`src/hw/rtl/tefr_pkg.sv`:
```
`timescale 1ns / 1ps

package tefr_pkg;

  // Screen geometry and coordinate width.
  localparam int COORD_W  = 8;
  localparam int SCREEN_W = 256;
  localparam int SCREEN_H = 192;

  // Edge function arithmetic: signed differences, their products and the
  // difference of two products.
  localparam int DIFF_W = COORD_W + 1;
  localparam int PROD_W = 2 * DIFF_W;
  localparam int EDGE_W = PROD_W + 1;

  // Job queue between the front and the back part (depth a power of two).
  localparam int QDEPTH = 4;
  localparam int QPTR_W = $clog2(QDEPTH);
  localparam int QCNT_W = $clog2(QDEPTH + 1);

  // Item kinds carried on the input tuser bit.
  localparam logic OP_LOAD = 1'b0;
  localparam logic OP_STEP = 1'b1;

  typedef logic [COORD_W-1:0] coord_t;

  // One pixel to be tested, with the triangle it belongs to.
  typedef struct packed {
    coord_t [2:0] vert_x;
    coord_t [2:0] vert_y;
    coord_t       pix_x;
    coord_t       pix_y;
    logic         last;
  } pixel_job_t;

endpackage

```
`src/hw/rtl/triangle_edge_function_rasterizer_core.sv`:
```
`timescale 1ns / 1ps

// Bounding-box triangle rasterizer. A load transaction (tuser = 0) clamps three
// screen vertices, forms their bounding box and starts a scan at its top-left
// corner; it returns nothing and replaces any scan in progress. Each step
// transaction (tuser = 1) during a scan returns one pixel, row by row and left
// to right, with tuser = covered (every edge function >= 0, pixels on an edge
// are inside) and tlast on the bottom-right pixel, after which the block is idle;
// steps while idle return nothing. One transaction is taken per clock: the
// front stage classifies it and advances the scan in the same cycle, a
// four-entry job queue decouples it from the back end, and a step's result
// passes from the queue through one multiply stage of six 9x9 products
// and then the sign test into the output register. in_tready drops
// only while the job queue is full.

module triangle_edge_function_rasterizer_core (
  input  logic        clk,
  input  logic        rst_n,
  input  logic        in_tvalid,
  output logic        in_tready,
  // vert0_x [7:0], vert0_y [15:8], vert1_x [23:16], vert1_y [31:24],
  // vert2_x [39:32], vert2_y [47:40]
  input  logic [47:0] in_tdata,
  // op [0]
  input  logic        in_tuser,
  output logic        out_tvalid,
  input  logic        out_tready,
  // pixel_x [7:0], pixel_y [15:8]
  output logic [15:0] out_tdata,
  // covered [0]
  output logic        out_tuser,
  output logic        out_tlast
);
  import tefr_pkg::*;

  coord_t [2:0] vert_x;
  coord_t [2:0] vert_y;
  pixel_job_t   push_job;
  pixel_job_t   pop_job;
  logic         push_valid;
  logic         push_ready;
  logic         pop_valid;
  logic         pop_ready;
  coord_t       pix_x;
  coord_t       pix_y;

  // Unpack the vertex fields.
  always_comb begin
    for (int i = 0; i < 3; i++) begin
      vert_x[i] = in_tdata[2*i*COORD_W +: COORD_W];
      vert_y[i] = in_tdata[(2*i+1)*COORD_W +: COORD_W];
    end
  end

  tefr_front u_front (
    .clk       (clk),
    .rst_n     (rst_n),
    .in_valid  (in_tvalid),
    .in_ready  (in_tready),
    .in_op     (in_tuser),
    .in_vert_x (vert_x),
    .in_vert_y (vert_y),
    .job_valid (push_valid),
    .job_ready (push_ready),
    .job_data  (push_job)
  );

  tefr_fifo u_fifo (
    .clk        (clk),
    .rst_n      (rst_n),
    .push_valid (push_valid),
    .push_ready (push_ready),
    .push_data  (push_job),
    .pop_valid  (pop_valid),
    .pop_ready  (pop_ready),
    .pop_data   (pop_job)
  );

  tefr_back u_back (
    .clk         (clk),
    .rst_n       (rst_n),
    .job_valid   (pop_valid),
    .job_ready   (pop_ready),
    .job_data    (pop_job),
    .out_valid   (out_tvalid),
    .out_ready   (out_tready),
    .out_pix_x   (pix_x),
    .out_pix_y   (pix_y),
    .out_covered (out_tuser),
    .out_last    (out_tlast)
  );

  assign out_tdata = {pix_y, pix_x};

endmodule

```
`src/hw/rtl/tefr_front.sv`:
```
`timescale 1ns / 1ps

module tefr_front (
  input  logic                          clk,
  input  logic                          rst_n,
  input  logic                          in_valid,
  output logic                          in_ready,
  input  logic                          in_op,
  input  tefr_pkg::coord_t [2:0]        in_vert_x,
  input  tefr_pkg::coord_t [2:0]        in_vert_y,
  output logic                          job_valid,
  input  logic                          job_ready,
  output tefr_pkg::pixel_job_t          job_data
);
  import tefr_pkg::*;

  localparam coord_t X_MAX = COORD_W'(SCREEN_W - 1);
  localparam coord_t Y_MAX = COORD_W'(SCREEN_H - 1);

  function automatic coord_t min3(input coord_t a, input coord_t b, input coord_t c);
    coord_t m;
    m = (a < b) ? a : b;
    return (m < c) ? m : c;
  endfunction

  function automatic coord_t max3(input coord_t a, input coord_t b, input coord_t c);
    coord_t m;
    m = (a > b) ? a : b;
    return (m > c) ? m : c;
  endfunction

  coord_t [2:0] vert_x_r, vert_x_nxt;
  coord_t [2:0] vert_y_r, vert_y_nxt;
  coord_t       box_min_x_r, box_min_x_nxt;
  coord_t       box_max_x_r, box_max_x_nxt;
  coord_t       box_max_y_r, box_max_y_nxt;
  coord_t       scan_x_r, scan_x_nxt;
  coord_t       scan_y_r, scan_y_nxt;
  logic         scanning_r, scanning_nxt;

  coord_t [2:0] sat_x;
  coord_t [2:0] sat_y;
  logic         accept;
  logic         row_end;
  logic         fin;

  // Items are taken whenever the queue has room.
  assign in_ready = job_ready;
  assign accept   = in_valid && in_ready;

  // Vertices beyond the screen are clamped to its edge.
  always_comb begin
    for (int i = 0; i < 3; i++) begin
      sat_x[i] = (in_vert_x[i] > X_MAX) ? X_MAX : in_vert_x[i];
      sat_y[i] = (in_vert_y[i] > Y_MAX) ? Y_MAX : in_vert_y[i];
    end
  end

  assign row_end = (scan_x_r >= box_max_x_r);
  assign fin     = row_end && (scan_y_r >= box_max_y_r);

  // A step during a scan hands the current pixel to the back part.
  assign job_valid       = accept && (in_op == OP_STEP) && scanning_r;
  assign job_data.vert_x = vert_x_r;
  assign job_data.vert_y = vert_y_r;
  assign job_data.pix_x  = scan_x_r;
  assign job_data.pix_y  = scan_y_r;
  assign job_data.last   = fin;

  // Triangle set-up on load, scan advance on step.
  always_comb begin
    vert_x_nxt    = vert_x_r;
    vert_y_nxt    = vert_y_r;
    box_min_x_nxt = box_min_x_r;
    box_max_x_nxt = box_max_x_r;
    box_max_y_nxt = box_max_y_r;
    scan_x_nxt    = scan_x_r;
    scan_y_nxt    = scan_y_r;
    scanning_nxt  = scanning_r;
    if (accept && (in_op == OP_LOAD)) begin
      vert_x_nxt    = sat_x;
      vert_y_nxt    = sat_y;
      box_min_x_nxt = min3(sat_x[0], sat_x[1], sat_x[2]);
      box_max_x_nxt = max3(sat_x[0], sat_x[1], sat_x[2]);
      box_max_y_nxt = max3(sat_y[0], sat_y[1], sat_y[2]);
      scan_x_nxt    = box_min_x_nxt;
      scan_y_nxt    = min3(sat_y[0], sat_y[1], sat_y[2]);
      scanning_nxt  = 1'b1;
    end else if (job_valid) begin
      if (fin) begin
        scanning_nxt = 1'b0;
      end else if (row_end) begin
        scan_x_nxt = box_min_x_r;
        scan_y_nxt = scan_y_r + 1'b1;
      end else begin
        scan_x_nxt = scan_x_r + 1'b1;
      end
    end
  end

  always_ff @(posedge clk) begin
    if (!rst_n) begin
      vert_x_r    <= '0;
      vert_y_r    <= '0;
      box_min_x_r <= '0;
      box_max_x_r <= '0;
      box_max_y_r <= '0;
      scan_x_r    <= '0;
      scan_y_r    <= '0;
      scanning_r  <= 1'b0;
    end else begin
      vert_x_r    <= vert_x_nxt;
      vert_y_r    <= vert_y_nxt;
      box_min_x_r <= box_min_x_nxt;
      box_max_x_r <= box_max_x_nxt;
      box_max_y_r <= box_max_y_nxt;
      scan_x_r    <= scan_x_nxt;
      scan_y_r    <= scan_y_nxt;
      scanning_r  <= scanning_nxt;
    end
  end

  // The scan position never leaves the bounding box.
  a_scan_in_box: assert property (@(posedge clk) disable iff (!rst_n)
    scanning_r |-> (scan_x_r <= box_max_x_r) && (scan_y_r <= box_max_y_r)
                   && (scan_x_r >= box_min_x_r))
    else $error("scan position outside bounding box");

  // The final pixel of a box ends the scan unless a new triangle is loaded.
  a_last_ends_scan: assert property (@(posedge clk) disable iff (!rst_n)
    job_valid && fin |=> !scanning_r || $past(accept && (in_op == OP_LOAD)) ||
                         $past(in_op == OP_LOAD))
    else $error("scan continued after final pixel");

endmodule

```
`src/hw/rtl/tefr_fifo.sv`:
```
`timescale 1ns / 1ps

module tefr_fifo (
  input  logic                 clk,
  input  logic                 rst_n,
  input  logic                 push_valid,
  output logic                 push_ready,
  input  tefr_pkg::pixel_job_t push_data,
  output logic                 pop_valid,
  input  logic                 pop_ready,
  output tefr_pkg::pixel_job_t pop_data
);
  import tefr_pkg::*;

  pixel_job_t        mem_r [QDEPTH];
  logic [QPTR_W-1:0] wr_ptr_r, wr_ptr_nxt;
  logic [QPTR_W-1:0] rd_ptr_r, rd_ptr_nxt;
  logic [QCNT_W-1:0] count_r, count_nxt;
  logic              push;
  logic              pop;

  assign push_ready = (count_r != QCNT_W'(QDEPTH));
  assign pop_valid  = (count_r != '0);
  assign pop_data   = mem_r[rd_ptr_r];
  assign push       = push_valid && push_ready;
  assign pop        = pop_valid && pop_ready;

  // Pointers wrap on their own since the depth is a power of two.
  always_comb begin
    wr_ptr_nxt = push ? wr_ptr_r + 1'b1 : wr_ptr_r;
    rd_ptr_nxt = pop ? rd_ptr_r + 1'b1 : rd_ptr_r;
    count_nxt  = count_r;
    if (push && !pop) begin
      count_nxt = count_r + 1'b1;
    end else if (pop && !push) begin
      count_nxt = count_r - 1'b1;
    end
  end

  always_ff @(posedge clk) begin
    if (!rst_n) begin
      wr_ptr_r <= '0;
      rd_ptr_r <= '0;
      count_r  <= '0;
    end else begin
      wr_ptr_r <= wr_ptr_nxt;
      rd_ptr_r <= rd_ptr_nxt;
      count_r  <= count_nxt;
    end
  end

  // Storage needs no reset.
  always_ff @(posedge clk) begin
    if (push) begin
      mem_r[wr_ptr_r] <= push_data;
    end
  end

  // Occupancy always agrees with the pointer distance.
  a_count_bound: assert property (@(posedge clk) disable iff (!rst_n)
    (count_r <= QCNT_W'(QDEPTH)) &&
    (QPTR_W'(wr_ptr_r - rd_ptr_r) == QPTR_W'(count_r)))
    else $error("queue occupancy inconsistent with pointers");

endmodule

```
`src/hw/rtl/tefr_back.sv`:
```
`timescale 1ns / 1ps

module tefr_back (
  input  logic                 clk,
  input  logic                 rst_n,
  input  logic                 job_valid,
  output logic                 job_ready,
  input  tefr_pkg::pixel_job_t job_data,
  output logic                 out_valid,
  input  logic                 out_ready,
  output tefr_pkg::coord_t     out_pix_x,
  output tefr_pkg::coord_t     out_pix_y,
  output logic                 out_covered,
  output logic                 out_last
);
  import tefr_pkg::*;

  logic signed [PROD_W-1:0] prod_l [3];
  logic signed [PROD_W-1:0] prod_r [3];
  logic signed [PROD_W-1:0] prod_l_r [3];
  logic signed [PROD_W-1:0] prod_r_r [3];
  logic signed [EDGE_W-1:0] edge_val [3];
  coord_t                   a_pix_x_r;
  coord_t                   a_pix_y_r;
  logic                     a_last_r;
  logic                     a_valid_r, a_valid_nxt;
  logic                     out_valid_r, out_valid_nxt;
  coord_t                   out_pix_x_r;
  coord_t                   out_pix_y_r;
  logic                     out_covered_r;
  logic                     out_last_r;
  logic                     out_free;
  logic                     a_adv;
  logic                     all_inside;

  // Pipeline moves whenever the stage ahead is empty or emptying.
  assign out_free  = !out_valid_r || out_ready;
  assign a_adv     = !a_valid_r || out_free;
  assign job_ready = a_adv;

  // Products for each edge function, each edge in a lane of its own.
  for (genvar e = 0; e < 3; e++) begin : g_edge
    localparam int AI = (e + 1) % 3;
    localparam int BI = (e + 2) % 3;
    logic signed [DIFF_W-1:0] dbx;
    logic signed [DIFF_W-1:0] dby;
    logic signed [DIFF_W-1:0] dpx;
    logic signed [DIFF_W-1:0] dpy;
    assign dbx = $signed({1'b0, job_data.vert_x[BI]}) - $signed({1'b0, job_data.vert_x[AI]});
    assign dby = $signed({1'b0, job_data.vert_y[BI]}) - $signed({1'b0, job_data.vert_y[AI]});
    assign dpx = $signed({1'b0, job_data.pix_x}) - $signed({1'b0, job_data.vert_x[AI]});
    assign dpy = $signed({1'b0, job_data.pix_y}) - $signed({1'b0, job_data.vert_y[AI]});
    assign prod_l[e] = dbx * dpy;
    assign prod_r[e] = dby * dpx;
    assign edge_val[e] = EDGE_W'(prod_l_r[e]) - EDGE_W'(prod_r_r[e]);
  end

  assign all_inside = !edge_val[0][EDGE_W-1] && !edge_val[1][EDGE_W-1] &&
                      !edge_val[2][EDGE_W-1];

  assign a_valid_nxt   = a_adv ? job_valid : a_valid_r;
  assign out_valid_nxt = out_free ? a_valid_r : out_valid_r;

  always_ff @(posedge clk) begin
    if (!rst_n) begin
      a_valid_r   <= 1'b0;
      out_valid_r <= 1'b0;
    end else begin
      a_valid_r   <= a_valid_nxt;
      out_valid_r <= out_valid_nxt;
    end
  end

  // Product stage payload.
  always_ff @(posedge clk) begin
    if (a_adv) begin
      for (int e = 0; e < 3; e++) begin
        prod_l_r[e] <= prod_l[e];
        prod_r_r[e] <= prod_r[e];
      end
      a_pix_x_r <= job_data.pix_x;
      a_pix_y_r <= job_data.pix_y;
      a_last_r  <= job_data.last;
    end
  end

  // Output register with the coverage decision.
  always_ff @(posedge clk) begin
    if (out_free) begin
      out_pix_x_r   <= a_pix_x_r;
      out_pix_y_r   <= a_pix_y_r;
      out_covered_r <= all_inside;
      out_last_r    <= a_last_r;
    end
  end

  assign out_valid   = out_valid_r;
  assign out_pix_x   = out_pix_x_r;
  assign out_pix_y   = out_pix_y_r;
  assign out_covered = out_covered_r;
  assign out_last    = out_last_r;

  // A stalled output keeps the product stage's transaction in place.
  a_stage_holds: assert property (@(posedge clk) disable iff (!rst_n)
    a_valid_r && out_valid_r && !out_ready |=> a_valid_r && out_valid_r)
    else $error("pixel dropped while output stalled");

endmodule

```
`config.mk`:
```
export PLATFORM = sky130hd
export DESIGN_NAME = triangle_edge_function_rasterizer_core
export DESIGN_NICKNAME = d
export VERILOG_FILES = /design/src/hw/rtl/tefr_pkg.sv /design/src/hw/rtl/triangle_edge_function_rasterizer_core.sv /design/src/hw/rtl/tefr_front.sv /design/src/hw/rtl/tefr_fifo.sv /design/src/hw/rtl/tefr_back.sv
export SDC_FILE = /design/constraint.sdc
export NUM_CORES = 2
export LEC_CHECK = 0
export BUFFER_PORTS_ARGS = -buffer_cell sky130_fd_sc_hd__buf_2
export CAP_MARGIN = 10
export CORE_MARGIN = 1.5
export CORE_UTILIZATION = 65
export CTS_CLUSTER_DIAMETER = 30
export DETAILED_ROUTE_END_ITERATION = 8
export GPL_TIMING_DRIVEN = 0
export PLACE_DENSITY = 0.89
export SLEW_MARGIN = 25
export SYNTH_ARGS = -nofsm -noshare
export SYNTH_HDL_FRONTEND = slang
export SYNTH_SLANG_ARGS = --single-unit
```
`constraint.sdc`:
```
create_clock -name clk -period 10.1 [get_ports clk]
set_input_delay 2.02 -clock clk [delete_from_list [all_inputs] [get_ports clk]]
set_output_delay 2.02 -clock clk [all_outputs]
set_load 0.01 [all_outputs]
```
==> impl_metrics.tcl <==
set metrics [dict create \
    status "finished, final reports clean" \
    seqCellArea_um2 14100 \
    cpMaxStageDelayCell "dfxtp_1" \
    fp.dieW_um 260.0 \
    worstHoldPathType "flop to flop" \
    clock_latency_ns 0.70 \
    clock.fmax_mhz 102.2 \
    cp_max_fo 11 \
    fin_cells 5047 \
    multiInputGateArea_um2 26170 \
    grt_pass1_vias 33700 \
    cts_tree "yes" \
    post-route-period-util_pct 96.87 \
    cp_common_cell "fa_1" \
    yosysSeqAreaShare_pct 32.86 \
    yosys_warnings 0 \
    die-area_um2 67580 \
    initialDrtViolationCount 3398 \
    cts_setup_buffers 0 \
    grt_setup_unrepaired "false" \
    cts-root-buf "clkbuf_16" \
    routedWlPerCell_um 24.43 \
    grt_max_degree 56 \
    first_pass_iters 9 \
    num_rows 94 \
    wirelength_mm 123.3 \
    critPathRequiredTime_ns 10.49 \
    area_delta_synth_final_pct 11.59 \
    initial_core_util_pct 65.51 \
    final_antenna_net_count 0 \
    syn_nets 4871 \
    path_clk_slew_ns 0.06 \
    final.setup.tns_ns 0 \
    grt_overflow_total 0 \
    syn_area_per_cell_um2 10.91 \
    cp_slowest_stage_delay_ns 0.87 \
    hold_ws_ns 0.4070 \
    cp.arrival_ns 10.17 \
    cap_violations 0 \
    start_kind "flop" \
    critPathKind "flop to flop" \
    dp_hpwl_mm 83.57 \
    async_flop_share_pct 0 \
    vias_per_cell 6.350 \
    port-buffer-count 71 \
    hold_viol_final 0 \
    synth_cells 3935 \
    fin_skew_ns 0.09296 \
    route.vias.total 32050 \
    setup_viol 0 \
    drive_gt1_share_pct 10.05 \
    synth_flop_cell "edfxtp_1" \
    report.final.slew_viol_count 0 \
    ioPinCount 73 \
    tightest_slew_ns 1.124 \
    reg2reg_slack_ns 0.32 \
    coreArea_um2 65510 \
    finalCriticalPeriod_ns 9.784 \
    critPathCaptureType "flop" \
    fin_nets 5040 \
    design_area_um2 47890 \
    die_y_um 260.0 \
    grt_use_total_pct 36.72 \
    clkSinkCount 503 \
    place_congestion 0.9395 \
    synthDistinctLibCells 79 \
    numCtsBuffers 90 \
    placement.cell_area_um2 44530 \
    slew_headroom_pct 24.52 \
    syn_area_um2 42920 \
    clock_tree.buffer_depth 3 \
    ctsHtreeMaxLevel 3 \
    drc_errors 0 \
    nFillCells 3819 \
    antenna_found_initial 5 \
    ys_ff_latch 503 \
    synth_edf_count 403 \
    placedCellCount 4876 \
    grt_pass1_wl_mm 187.1 \
]
## layer usage
layer / wire length [µm] / track usage (%)
met3: 15160 / 10.87
met2: 57230 / 59.28
met4: 10390 / 25.31
met5: 42 / 0
met1: 40470 / 42.20
## through the flow
| step | setup slack [ns] | util (%) |
|---|---|---|
| global placement | 1.031 | 67.71 |
| finish | 0.3160 | 73.11 |
| global route | 0.06673 | 73.10 |
| CTS | 0.3370 | 72.99 |
| detailed placement | 0.7063 | 67.98 |
| floorplan | 2.143 | - |
## cell usage in the layout, fill, tap and decap left out, types with 11 or more instances in the layout
| cell type | count |
|---|---|
| xor2_1 | 56 |
| clkinv_2 | 11 |
| o211ai_1 | 19 |
| nand2b_1 | 112 |
| nand3_1 | 39 |
| o21a_1 | 32 |
| mux2_2 | 18 |
| a21o_1 | 42 |
| clkbuf_16 | 90 |
| a21oi_1 | 148 |
| inv_1 | 655 |
| xnor2_1 | 137 |
| or3_1 | 12 |
| nor2b_1 | 79 |
| a211oi_1 | 29 |
| o21ai_0 | 93 |
| a21boi_0 | 13 |
| bufinv_16 | 13 |
| and3_1 | 12 |
| fa_1 | 437 |
| dfxtp_1 | 100 |
| nor3_1 | 36 |
| and2_1 | 30 |
| a31oi_1 | 11 |
| edfxtp_1 | 403 |
| mux2i_1 | 30 |
| buf_2 | 82 |
| nand2_1 | 299 |
| clkbuf_1 | 46 |
| ha_1 | 446 |
| or2_2 | 39 |
| nor2_1 | 332 |
| mux4_2 | 65 |
## path summary, 6_finish.rpt
kind,start,endpoint,cells past startpoint
worst min-delay path,u_back.a_pix_y_r[5]$_DFFE_PN_,u_back.out_pix_y[5]$_DFFE_PP_,0
worst max-delay path,flop,u_back.prod_r_r[0][17]$_DFFE_PN_,29
worst min register to register,u_back.a_pix_y_r[5]$_DFFE_PN_,u_back.out_pix_y[5]$_DFFE_PP_,0
worst max register to register,flop,u_back.prod_r_r[0][17]$_DFFE_PN_,29
## worst max-delay path: cells and delay by family, from the launching register on
kind	cells	cell delay (ns)
adders and majority gates	8	3.48
muxes	1	0.51
xor gates and xnor gates	1	0.15
AOI/OAI and AO/OA	10	2.24
DFF	1	0.87
buffers and inverters	6	1.60
and+or+nand+nor	3	0.59
## flip-flops by register name (all words and copies together) (netlist names), 8 cells and up, named ones only
name                 count
u_back.a_pix_x_r         8
u_back.a_pix_y_r         8
u_back.out_pix_x         8
u_back.out_pix_y         8
u_back.prod_l_r         54
u_back.prod_r_r         54
u_fifo.mem_r           260
u_front.box_max_x_r      8
u_front.box_max_y_r      8
u_front.box_min_x_r      8
u_front.job_data        48
u_front.scan_x_r         8
u_front.scan_y_r         8
## logic make-up after synthesis
family                     synth area share [%]
AOI/OAI and AO/OA                         7.496
muxes                                     4.583
xor gates and xnor gates                  4.082
buffers and inverters                     6.358
and+or+nand+nor                           11.23
DFF                                       32.86
adders and majority gates                 33.39
## final cells by class
class                           instances  share of cell area (%)
Antenna cell                            2                 0.01045
Buffer                                 62                  0.5512
Clock buffer                           94                   4.755
Clock inverter                         75                   2.106
Inverter                              657                   5.149
Multi-Input combinational cell       2712                   54.64
Sequential cell                       503                   29.45
Tap cell                              864                   2.257
Timing Repair Buffer                   78                   1.079
## cell usage after synthesis (9+ instances only)
library cell,number,area (µm²)
and2_1,30,187.7
dfxtp_1,100,2002
nor4_1,9,56.30
nor2_1,332,1246
nor2b_1,79,494.2
xor2_1,57,499.2
nand4_1,10,62.56
inv_1,656,2462
o21ai_0,93,465.5
nand2b_1,112,700.7
nand3_1,39,195.2
mux2_2,18,202.7
ha_1,446,5580
nand2_1,300,1126
nor3_1,36,180.2
mux2i_1,30,300.3
o21a_1,32,240.2
fa_1,437,8748
a31oi_1,11,68.82
a221o_1,10,100.1
mux4_2,65,1464
and3_1,16,100.1
edfxtp_1,403,12100
a211oi_1,29,217.7
xnor2_1,143,1252
or3_1,12,75.07
a21oi_1,148,740.7
o211ai_1,19,142.6
buf_2,12,60.06
a21o_1,42,315.3
clkbuf_1,46,172.7
or2_2,39,244.0
a21boi_0,13,97.59
## timing repair
action / in CTS / in global routing
hold buffers: 0 / 0
setup endpoints to repair: 0 / 10
gates resized for setup: 0 / 4
Power is left out: the tool's default activity adds up to more than one toggle a clock period on the data nets, which glitch-free logic cannot reach.
